--- config.mk ---
export PLATFORM = sky130hd
export DESIGN_NAME = flc_word_delta_decoder_core
export DESIGN_NICKNAME = d
export VERILOG_FILES = /design/src/rtl/core/flc_wdd_pkg.sv /design/src/rtl/core/flc_wdd_cfg.sv /design/src/rtl/core/flc_wdd_step.sv /design/src/rtl/core/flc_wdd_out_reg.sv /design/src/rtl/core/flc_word_delta_decoder_core.sv
export SDC_FILE = /design/constraint.sdc
export NUM_CORES = 1
export LEC_CHECK = 0
export BUFFER_PORTS_ARGS = -buffer_cell sky130_fd_sc_hd__buf_2
export CAP_MARGIN = 20
export CORE_MARGIN = 3
export CORE_UTILIZATION = 30
export DETAILED_ROUTE_END_ITERATION = 16
export RECOVER_POWER = 50
export SYNTH_ARGS = -nofsm -noshare
export SYNTH_HDL_FRONTEND = slang
export SYNTH_SLANG_ARGS = --single-unit
--- constraint.sdc ---
create_clock -name clk -period 11.2 [get_ports clk]
set_clock_uncertainty 0.1 [all_clocks]
set_input_delay 1.68 -clock clk [delete_from_list [all_inputs] [get_ports clk]]
set_output_delay 1.68 -clock clk [all_outputs]
set_load 0.02 [all_outputs]
--- src/rtl/core/flc_wdd_pkg.sv ---
// ============================================================================
// flc_wdd_pkg
// Types and constants shared by the FLC word-delta (SS2) decoder core.
// ============================================================================
`default_nettype none

package flc_wdd_pkg;

    localparam int CFG_W     = 13;
    localparam int CFG_IDX_W = 1;
    localparam int OUT_ADDR_W = 22;

    localparam logic [CFG_IDX_W-1:0] CFG_IDX_PITCH = 1'b0;
    localparam logic [CFG_IDX_W-1:0] CFG_IDX_WIDTH = 1'b1;

    localparam logic [CFG_W-1:0] PITCH_RESET = 13'd320;
    localparam logic [CFG_W-1:0] WIDTH_RESET = 13'd320;

    localparam logic [2:0] KIND_WRITE  = 3'd0;
    localparam logic [2:0] KIND_FILL   = 3'd1;
    localparam logic [2:0] KIND_SINGLE = 3'd2;
    localparam logic [2:0] KIND_DONE   = 3'd3;
    localparam logic [2:0] KIND_BAD    = 3'd4;

    localparam logic [1:0] OP_PACKETS = 2'b00;
    localparam logic [1:0] OP_BAD     = 2'b01;
    localparam logic [1:0] OP_LAST_PX = 2'b10;
    localparam logic [1:0] OP_SKIP    = 2'b11;

    localparam logic [14:0] SKIP_BASE = 15'h4000;
    localparam logic [7:0]  REP_FULL  = 8'd128;

    typedef enum logic [2:0] {
        PH_WAIT    = 3'd0,
        PH_OPCODE  = 3'd1,
        PH_PACKET  = 3'd2,
        PH_COPY    = 3'd3,
        PH_FILL    = 3'd4,
        PH_ERROR   = 3'd5,
        PH_PENDING = 3'd6
    } phase_t;

    typedef struct packed {
        logic [15:0] chunk_word;
        logic        chunk_start;
    } in_item_t;

    typedef struct packed {
        logic [2:0]            kind;
        logic [OUT_ADDR_W-1:0] address;
        logic [7:0]            low_byte;
        logic [7:0]            high_byte;
        logic [7:0]            repeat_res;
    } out_item_t;

    typedef struct packed {
        logic [CFG_W-1:0] line_pitch;
        logic [CFG_W-1:0] line_width;
    } cfg_regs_t;

    typedef struct packed {
        logic      valid;
        out_item_t item;
    } step_res_t;

endpackage

`default_nettype wire

--- src/rtl/core/flc_wdd_cfg.sv ---
// ============================================================================
// flc_wdd_cfg
// Configuration register file: line pitch and line width.
// ============================================================================
`default_nettype none

module flc_wdd_cfg (
    input  wire logic                             clk,
    input  wire logic                             rst_n,
    input  wire logic                             cfg_valid,
    output logic                                  cfg_ready,
    input  wire logic [flc_wdd_pkg::CFG_IDX_W-1:0] cfg_index,
    input  wire logic [flc_wdd_pkg::CFG_W-1:0]     cfg_data,
    output flc_wdd_pkg::cfg_regs_t                cfg_regs
);
    import flc_wdd_pkg::*;

    logic [CFG_W-1:0] pitch_reg;
    logic [CFG_W-1:0] width_reg;

    assign cfg_ready = 1'b1;

    always_ff @(posedge clk or negedge rst_n)
    begin
        if (!rst_n)
        begin
            pitch_reg <= PITCH_RESET;
            width_reg <= WIDTH_RESET;
        end
        else if (cfg_valid && cfg_ready)
        begin
            unique case (cfg_index)
                CFG_IDX_PITCH: pitch_reg <= cfg_data;
                CFG_IDX_WIDTH: width_reg <= cfg_data;
                default:       ;
            endcase
        end
    end

    assign cfg_regs.line_pitch = pitch_reg;
    assign cfg_regs.line_width = width_reg;

endmodule

`default_nettype wire

--- src/rtl/core/flc_wdd_step.sv ---
// ============================================================================
// flc_wdd_step
// Decoder state and per-word next-state and result logic.
// ============================================================================
`default_nettype none

module flc_wdd_step #(
    parameter int ADDR_BITS = 22
) (
    input  wire logic                   clk,
    input  wire logic                   rst_n,
    input  wire logic                   fire,
    input  wire flc_wdd_pkg::in_item_t  item,
    input  wire flc_wdd_pkg::cfg_regs_t cfg_regs,
    output flc_wdd_pkg::step_res_t      res
);
    import flc_wdd_pkg::*;

    phase_t                phase_reg,    phase_next;
    logic [15:0]           lines_reg,    lines_next;
    logic [13:0]           packets_reg,  packets_next;
    logic [6:0]            words_reg,    words_next;
    logic [ADDR_BITS-1:0]  base_reg,     base_next;
    logic [ADDR_BITS-1:0]  wp_reg,       wp_next;

    logic [15:0]          w;
    logic                 start;
    logic [1:0]           opcode;
    logic [7:0]           cnt;
    logic [15:0]          lines_dec;
    logic                 line_last;
    logic [13:0]          packets_dec;
    logic                 pkt_last;
    logic [6:0]           words_dec;
    logic [7:0]           fill_rep;
    logic [14:0]          skip_lines;
    logic [27:0]          skip_prod;
    logic [ADDR_BITS-1:0] base_pitch;
    logic [ADDR_BITS-1:0] base_skip;
    logic [ADDR_BITS-1:0] last_px;
    logic [ADDR_BITS-1:0] wp_skip;

    assign w           = item.chunk_word;
    assign start       = item.chunk_start;
    assign opcode      = w[15:14];
    assign cnt         = w[15:8];
    assign lines_dec   = lines_reg - 16'd1;
    assign line_last   = (lines_dec == 16'd0);
    assign packets_dec = packets_reg - 14'd1;
    assign pkt_last    = (packets_dec == 14'd0);
    assign words_dec   = words_reg - 7'd1;
    assign fill_rep    = (words_reg == 7'd0) ? REP_FULL : {1'b0, words_reg};
    assign skip_lines  = SKIP_BASE - {1'b0, w[13:0]};
    assign skip_prod   = skip_lines * cfg_regs.line_pitch;
    assign base_pitch  = base_reg + ADDR_BITS'(cfg_regs.line_pitch);
    assign base_skip   = base_reg + ADDR_BITS'(skip_prod);
    assign last_px     = base_reg + ADDR_BITS'(cfg_regs.line_width) - ADDR_BITS'(1);
    assign wp_skip     = wp_reg + ADDR_BITS'(w[7:0]);

    // next state
    always_comb
    begin
        phase_next   = phase_reg;
        lines_next   = lines_reg;
        packets_next = packets_reg;
        words_next   = words_reg;
        base_next    = base_reg;
        wp_next      = wp_reg;
        if (start)
        begin
            lines_next   = w;
            packets_next = '0;
            words_next   = '0;
            base_next    = '0;
            wp_next      = '0;
            if (w != 16'd0)
                phase_next = PH_OPCODE;
            else if (phase_reg != PH_PENDING)
                phase_next = PH_WAIT;
        end
        else
        begin
            unique case (phase_reg)
                PH_PENDING: phase_next = PH_WAIT;
                PH_OPCODE:
                begin
                    unique case (opcode)
                        OP_PACKETS:
                        begin
                            if (w == 16'd0)
                            begin
                                lines_next = lines_dec;
                                base_next  = base_pitch;
                                if (line_last)
                                    phase_next = PH_WAIT;
                            end
                            else
                            begin
                                packets_next = w[13:0];
                                wp_next      = base_reg;
                                phase_next   = PH_PACKET;
                            end
                        end
                        OP_BAD:     phase_next = PH_ERROR;
                        OP_LAST_PX: ;
                        OP_SKIP:    base_next = base_skip;
                        default:    ;
                    endcase
                end
                PH_PACKET:
                begin
                    wp_next = wp_skip;
                    if (cnt == 8'd0)
                    begin
                        packets_next = packets_dec;
                        if (pkt_last)
                        begin
                            lines_next = lines_dec;
                            base_next  = base_pitch;
                            phase_next = line_last ? PH_WAIT : PH_OPCODE;
                        end
                    end
                    else if (!cnt[7])
                    begin
                        words_next = cnt[6:0];
                        phase_next = PH_COPY;
                    end
                    else
                    begin
                        words_next = 7'(8'd0 - cnt);
                        phase_next = PH_FILL;
                    end
                end
                PH_COPY:
                begin
                    wp_next    = wp_reg + ADDR_BITS'(2);
                    words_next = words_dec;
                    if (words_dec == 7'd0)
                    begin
                        packets_next = packets_dec;
                        phase_next   = PH_PACKET;
                        if (pkt_last)
                        begin
                            lines_next = lines_dec;
                            base_next  = base_pitch;
                            phase_next = line_last ? PH_PENDING : PH_OPCODE;
                        end
                    end
                end
                PH_FILL:
                begin
                    wp_next      = wp_reg + ADDR_BITS'({fill_rep, 1'b0});
                    words_next   = '0;
                    packets_next = packets_dec;
                    phase_next   = PH_PACKET;
                    if (pkt_last)
                    begin
                        lines_next = lines_dec;
                        base_next  = base_pitch;
                        phase_next = line_last ? PH_PENDING : PH_OPCODE;
                    end
                end
                default: ;
            endcase
        end
    end

    // result
    always_comb
    begin
        res.valid           = 1'b0;
        res.item.kind       = KIND_DONE;
        res.item.address    = '0;
        res.item.low_byte   = '0;
        res.item.high_byte  = '0;
        res.item.repeat_res = 8'd1;
        if (start)
        begin
            res.valid = (w == 16'd0) || (phase_reg == PH_PENDING);
        end
        else
        begin
            unique case (phase_reg)
                PH_PENDING: res.valid = 1'b1;
                PH_OPCODE:
                begin
                    unique case (opcode)
                        OP_PACKETS: res.valid = (w == 16'd0) && line_last;
                        OP_BAD:
                        begin
                            res.valid     = 1'b1;
                            res.item.kind = KIND_BAD;
                        end
                        OP_LAST_PX:
                        begin
                            res.valid         = 1'b1;
                            res.item.kind     = KIND_SINGLE;
                            res.item.address  = OUT_ADDR_W'(last_px);
                            res.item.low_byte = w[7:0];
                        end
                        OP_SKIP: ;
                        default: ;
                    endcase
                end
                PH_PACKET: res.valid = (cnt == 8'd0) && pkt_last && line_last;
                PH_COPY:
                begin
                    res.valid          = 1'b1;
                    res.item.kind      = KIND_WRITE;
                    res.item.address   = OUT_ADDR_W'(wp_reg);
                    res.item.low_byte  = w[7:0];
                    res.item.high_byte = w[15:8];
                end
                PH_FILL:
                begin
                    res.valid           = 1'b1;
                    res.item.kind       = KIND_FILL;
                    res.item.address    = OUT_ADDR_W'(wp_reg);
                    res.item.low_byte   = w[7:0];
                    res.item.high_byte  = w[15:8];
                    res.item.repeat_res = fill_rep;
                end
                default: ;
            endcase
        end
    end

    always_ff @(posedge clk or negedge rst_n)
    begin
        if (!rst_n)
        begin
            phase_reg   <= PH_WAIT;
            lines_reg   <= '0;
            packets_reg <= '0;
            words_reg   <= '0;
            base_reg    <= '0;
            wp_reg      <= '0;
        end
        else if (fire)
        begin
            phase_reg   <= phase_next;
            lines_reg   <= lines_next;
            packets_reg <= packets_next;
            words_reg   <= words_next;
            base_reg    <= base_next;
            wp_reg      <= wp_next;
        end
    end

    a_error_silent: assert property (@(posedge clk) disable iff (!rst_n)
        fire && !start && (phase_reg == PH_ERROR) |-> !res.valid)
        else $error("word after bad opcode produced a result");

    a_pending_reports: assert property (@(posedge clk) disable iff (!rst_n)
        fire && (phase_reg == PH_PENDING) |-> res.valid && (res.item.kind == KIND_DONE))
        else $error("pending done report lost");

    a_copy_writes: assert property (@(posedge clk) disable iff (!rst_n)
        fire && !start && (phase_reg == PH_COPY) |-> res.valid && (res.item.kind == KIND_WRITE))
        else $error("copy word produced no pair write");

    a_pending_entry: assert property (@(posedge clk) disable iff (!rst_n)
        fire && !start && (phase_reg == PH_OPCODE) |=> phase_reg != PH_PENDING)
        else $error("opcode word entered pending state");

endmodule

`default_nettype wire

--- src/rtl/core/flc_wdd_out_reg.sv ---
// ============================================================================
// flc_wdd_out_reg
// Result register: holds one result beat until the sink takes it.
// ============================================================================
`default_nettype none

module flc_wdd_out_reg (
    input  wire logic                   clk,
    input  wire logic                   rst_n,
    input  wire logic                   load,
    input  wire flc_wdd_pkg::step_res_t res,
    output logic                        can_load,
    output logic                        out_valid,
    input  wire logic                   out_stall,
    output flc_wdd_pkg::out_item_t      out_item
);
    import flc_wdd_pkg::*;

    logic      full_reg,  full_next;
    out_item_t data_reg;

    assign can_load = !full_reg || !out_stall;

    always_comb
    begin
        full_next = full_reg && out_stall;
        if (load && res.valid)
            full_next = 1'b1;
    end

    always_ff @(posedge clk or negedge rst_n)
    begin
        if (!rst_n)
            full_reg <= 1'b0;
        else
            full_reg <= full_next;
    end

    always_ff @(posedge clk)
    begin
        if (load && res.valid)
            data_reg <= res.item;
    end

    assign out_valid = full_reg;
    assign out_item  = data_reg;

    a_no_overwrite: assert property (@(posedge clk) disable iff (!rst_n)
        !(load && res.valid && full_reg && out_stall))
        else $error("held result beat overwritten");

    a_load_shows: assert property (@(posedge clk) disable iff (!rst_n)
        load && res.valid |=> out_valid && (out_item == $past(res.item)))
        else $error("loaded result not presented");

    a_taken_clears: assert property (@(posedge clk) disable iff (!rst_n)
        full_reg && !out_stall && !(load && res.valid) |=> !out_valid)
        else $error("taken beat presented again");

endmodule

`default_nettype wire

--- src/rtl/core/flc_word_delta_decoder_core.sv ---
// ============================================================================
// flc_word_delta_decoder_core
// FLC word-delta (SS2) chunk decoder: one chunk word in, at most one
// frame-buffer write command or status beat out.
//
//   channel | handshake           | payload
//   --------+---------------------+-----------------------------------------
//   in      | in_valid / in_stall | in_item   (chunk_word, chunk_start)
//   out     | out_valid/out_stall | out_item  (kind, address, bytes, repeat)
//   cfg     | cfg_valid/cfg_ready | cfg_index, cfg_data (pitch, width)
//
// One word per cycle while out_stall is low; an input beat goes through the
// input register, then is decoded into the result register.
// The skip-lines multiply and base add sit between those two registers.
// Reset puts the decoder in the wait-for-line-count state with pitch and
// width at 320. A stalled result beat holds the input register, and
// in_stall rises only once that register is full as well.
// ============================================================================
`default_nettype none

module flc_word_delta_decoder_core #(
    parameter int ADDR_BITS = 22
) (
    input  wire logic                              clk,
    input  wire logic                              rst_n,
    input  wire logic                              in_valid,
    output logic                                   in_stall,
    input  wire flc_wdd_pkg::in_item_t             in_item,
    output logic                                   out_valid,
    input  wire logic                              out_stall,
    output flc_wdd_pkg::out_item_t                 out_item,
    input  wire logic                              cfg_valid,
    output logic                                   cfg_ready,
    input  wire logic [flc_wdd_pkg::CFG_IDX_W-1:0] cfg_index,
    input  wire logic [flc_wdd_pkg::CFG_W-1:0]     cfg_data
);
    import flc_wdd_pkg::*;

    logic      in_full_reg, in_full_next;
    in_item_t  in_data_reg;
    logic      accept;
    logic      fire;
    logic      can_load;
    cfg_regs_t cfg_regs;
    step_res_t res;

    assign fire     = in_full_reg && can_load;
    assign in_stall = in_full_reg && !fire;
    assign accept   = in_valid && !in_stall;

    always_comb
    begin
        in_full_next = in_full_reg;
        if (accept)
            in_full_next = 1'b1;
        else if (fire)
            in_full_next = 1'b0;
    end

    always_ff @(posedge clk or negedge rst_n)
    begin
        if (!rst_n)
            in_full_reg <= 1'b0;
        else
            in_full_reg <= in_full_next;
    end

    always_ff @(posedge clk)
    begin
        if (accept)
            in_data_reg <= in_item;
    end

    flc_wdd_cfg u_cfg (
        .clk       (clk),
        .rst_n     (rst_n),
        .cfg_valid (cfg_valid),
        .cfg_ready (cfg_ready),
        .cfg_index (cfg_index),
        .cfg_data  (cfg_data),
        .cfg_regs  (cfg_regs)
    );

    flc_wdd_step #(
        .ADDR_BITS (ADDR_BITS)
    ) u_step (
        .clk      (clk),
        .rst_n    (rst_n),
        .fire     (fire),
        .item     (in_data_reg),
        .cfg_regs (cfg_regs),
        .res      (res)
    );

    flc_wdd_out_reg u_out (
        .clk       (clk),
        .rst_n     (rst_n),
        .load      (fire),
        .res       (res),
        .can_load  (can_load),
        .out_valid (out_valid),
        .out_stall (out_stall),
        .out_item  (out_item)
    );

    a_fire_needs_item: assert property (@(posedge clk) disable iff (!rst_n)
        fire |-> in_full_reg)
        else $error("decode step without a held word");

    a_accept_keeps: assert property (@(posedge clk) disable iff (!rst_n)
        accept |=> in_full_reg && (in_data_reg == $past(in_item)))
        else $error("accepted word not held");

    a_no_stall_free: assert property (@(posedge clk) disable iff (!rst_n)
        !in_full_reg |-> !in_stall)
        else $error("input stalled with empty register");

endmodule

`default_nettype wire

==> flow_metrics.env <==
export IMPL_rows=89
export IMPL_ant_nets=0
export IMPL_path_buf_inv=3
export IMPL_drc_errors=0
export IMPL_drive_gt1_frac=0.0605
export IMPL_tightest_slew_ps=3940
export IMPL_nNetsFinal=2396
export IMPL_violations="capacitance limit, slew limit"
export IMPL_synth_ff_type="dfrtp_1"
export IMPL_grt_pass1_wl_microns=88000
export IMPL_ys_async_sr_fraction=0.629
export IMPL_core_sq_mm=0.0594
export IMPL_avgSynthCellArea_sq_um=8.91
export IMPL_path_clk_slew_ps=80
export IMPL_drt_wirelength_per_cell_microns=19.4
export IMPL_crit_slowest_cell="xor2_1"
export IMPL_synth_area_sq_mm=0.0181
export IMPL_synthCells=2031
export IMPL_antenna_found_initial=1
export IMPL_path_cells="or4_1, nor3_4, nand2_1, xor2_1, nand2_1, fa_1, fa_1, inv_1, fa_1, fa_1, fa_1, inv_1, fa_1, inv_1, ha_1, a21oi_1, o21ai_0, a211oi_1, o21bai_1, a41o_1, a21oi_1, o21ai_0, xnor2_1, o211ai_1"
export IMPL_syn_nets=2357
export IMPL_cpMostUsedCell="fa_1"
export IMPL_yosys_warnings=0
export IMPL_start_util=0.305
export IMPL_pin_count=88
export IMPL_maxCapViolCount=2
export IMPL_via_per_inst=5.33
export IMPL_yosysTopAreaCell="fa_1"
export IMPL_drt_initial_drc_count=1192
export IMPL_critPathTopFamily="adder cells"
export IMPL_num_vias=15232
export IMPL_layout_min_cycle_time_ps=8000
export IMPL_cts_hold_buf=0
export IMPL_synth_top_cell_area_share=0.167
export IMPL_synth_enable_flop_cells=66
export IMPL_die_y_microns=252
export IMPL_hp_class="flip-flop to flip-flop"
export IMPL_cts_buffer_depth=2
export IMPL_setup_viol=0
export IMPL_htreeDepth=4
export IMPL_end_kind="flip-flop"
export IMPL_die_w_microns=252
export IMPL_cts_resized=0
export IMPL_tns_ps=0
export IMPL_place_congestion=0.901
export IMPL_cts_tree="yes"
export IMPL_ys_types=77
export IMPL_port_buffers=86
export IMPL_clock_sinks=178
export IMPL_cts_made_buffers=17
export IMPL_ys_seq_area_frac=0.265
export IMPL_hpwl_microns=43000
export IMPL_die_area_sq_mm=0.0633
export IMPL_cts_root_buf="clkbuf_16"
export IMPL_overflow=0
export IMPL_cpPeakStageDelay_ps=730
export IMPL_worstPathMaxFanout=12
export IMPL_min_period_over_period=0.715
export IMPL_fmaxAchievable_ghz=0.125
export IMPL_arrival_ps=8280
export IMPL_dr_pass1_iters=7
export IMPL_clk_latency_ps=470
export IMPL_largest_register_ffs=49
export IMPL_hold_viol=0
export IMPL_grt_pass1_vias=15620
export IMPL_critPathKind="flip-flop to flip-flop"
export IMPL_diodes=0
export IMPL_slew_headroom=-1.63
export IMPL_critPathRequiredTime_ps=11480
export IMPL_post_cts_buffers=0
export IMPL_setup_worst_path_start_class="flip-flop"
export IMPL_rsz0062_at_grt="false"
export IMPL_status="finished with violations"
export IMPL_track_usage=0.177
export IMPL_drv_slew=115
export IMPL_area_growth_pct=9.86
export IMPL_yosys_top_cells_area="fa_1 (17%), dfrtp_1 (15%), edfxtp_1 (11%)"
export IMPL_ys_ff_latch=178
export IMPL_grt_max_degree=67
export IMPL_wl_microns=55300
export IMPL_fillers=6098
-- cells in the final DEF (no fill, tap or decap), types with 32 or more instances in the layout --
master    synthesis  routed
and2_1          105      99
o21ai_0         124     125
nand2_1         203     203
nor2_1          115     115
clkbuf_1         84      64
edfxtp_1         66      66
inv_1           276     276
a21oi_1          99      98
fa_1            151     151
dfrtp_1         108     108
ha_1            139     139
xnor2_1          70      70
xor2_1           32      32
nor3_1           40      40
-- worst paths after layout --
check                                          startpoint                         endpoint  slack (ps)  cells past startpoint
setup / recovery                 in_data_reg[6]$_DFFE_PP_  u_step.base_reg[21]$_DFFE_PN0P_        3200                     24
hold / removal             u_cfg.width_reg[4]$_DFFE_PN0P_   u_cfg.width_reg[4]$_DFFE_PN0P_         420                      1
setup reg to reg                 in_data_reg[6]$_DFFE_PP_  u_step.base_reg[21]$_DFFE_PN0P_        3200                     24
hold reg to reg            u_cfg.width_reg[4]$_DFFE_PN0P_   u_cfg.width_reg[4]$_DFFE_PN0P_         420                      1
max in group asynchronous                           rst_n  u_step.base_reg[21]$_DFFE_PN0P_        4130                      2
min in group asynchronous                           rst_n  u_step.words_reg[4]$_DFFE_PN0P_        2030                      1
-- final cells by class --
type | instances | area [sq um] | area share
clock inverter | 15 | 184 | 0.00925
inverter | 276 | 1040 | 0.0521
sequential | 178 | 4790 | 0.241
clock buffer | 17 | 425 | 0.0214
multi-input combinational | 1480 | 11900 | 0.599
tap | 773 | 967 | 0.0486
timing repair buffer | 117 | 576 | 0.0289
-- cell families (layout without fill, tap and decap cells) --
family	count (synthesis)	in the layout	share of synthesized area
fa+ha+maj	290	290	0.263
mux	31	31	0.0189
flops	178	178	0.265
simple gates	614	614	0.168
xor+xnor	103	103	0.0506
other cells	1	1	0.000207
compound gates	441	441	0.157
buf+inv	373	425	0.0781
-- worst register-to-register path, cell delays in order (launching register included) --
cell,delay (ps)
edfxtp_1,530
or4_1,690
nor3_4,440
nand2_1,120
xor2_1,730
nand2_1,160
fa_1,490
fa_1,520
inv_1,50
fa_1,470
fa_1,520
fa_1,550
inv_1,50
fa_1,490
inv_1,40
ha_1,360
a21oi_1,160
o21ai_0,180
a211oi_1,290
o21bai_1,100
a41o_1,210
a21oi_1,220
o21ai_0,150
xnor2_1,140
o211ai_1,170
-- cells in the mapped netlist, types with 6 or more instances --
master and instances:
o21a_1 14, inv_1 276, a32oi_1 6, a31oi_1 11
o21ai_0 124, o211ai_1 9, nor4_1 18, or4_1 9
o22ai_1 13, xor2_1 32, fa_1 151, dfrtp_1 108
o31ai_1 11, or3_1 14, a21o_1 29, buf_2 8
nor3_1 40, nand4_1 9, nand2_1 203, clkbuf_1 84
a22oi_1 31, a21oi_1 99, nor2_1 115, nand2b_1 15
and3_1 22, a221oi_1 11, xnor2_1 70, and2_1 105
edfxtp_1 66, and4_1 7, a22o_1 11, nor2b_1 7
ha_1 139, nand3_1 28, o21bai_1 7, mux2_2 26
-- per-layer routing --
| metal | global-route usage | part of all wire |
|---|---|---|
| met1 | 0.240 | 0.44 |
| met2 | 0.287 | 0.46 |
| met3 | 0.0267 | 0.067 |
| met4 | 0.0645 | 0.031 |
| met5 | 0 | 0.00024 |
-- stage by stage --
step           setup WS (ps)  std cells  utilization  hold slack (ps)  instance area (sq um)
2_1_floorplan           4110       2031            -              375                  18100
3_3_place_gp            3440       2821        0.326              390                  19300
3_5_place_dp            3310       2821        0.326              400                  19300
4_1_cts                 3250       2853        0.336              417                  20000
5_1_grt                 2720       2856        0.335              444                  19900
6_report                3200       2856        0.335              417                  19900
Power is left out: the tool's default activity adds up to more than one toggle a clock period on the data nets, which glitch-free logic cannot reach.
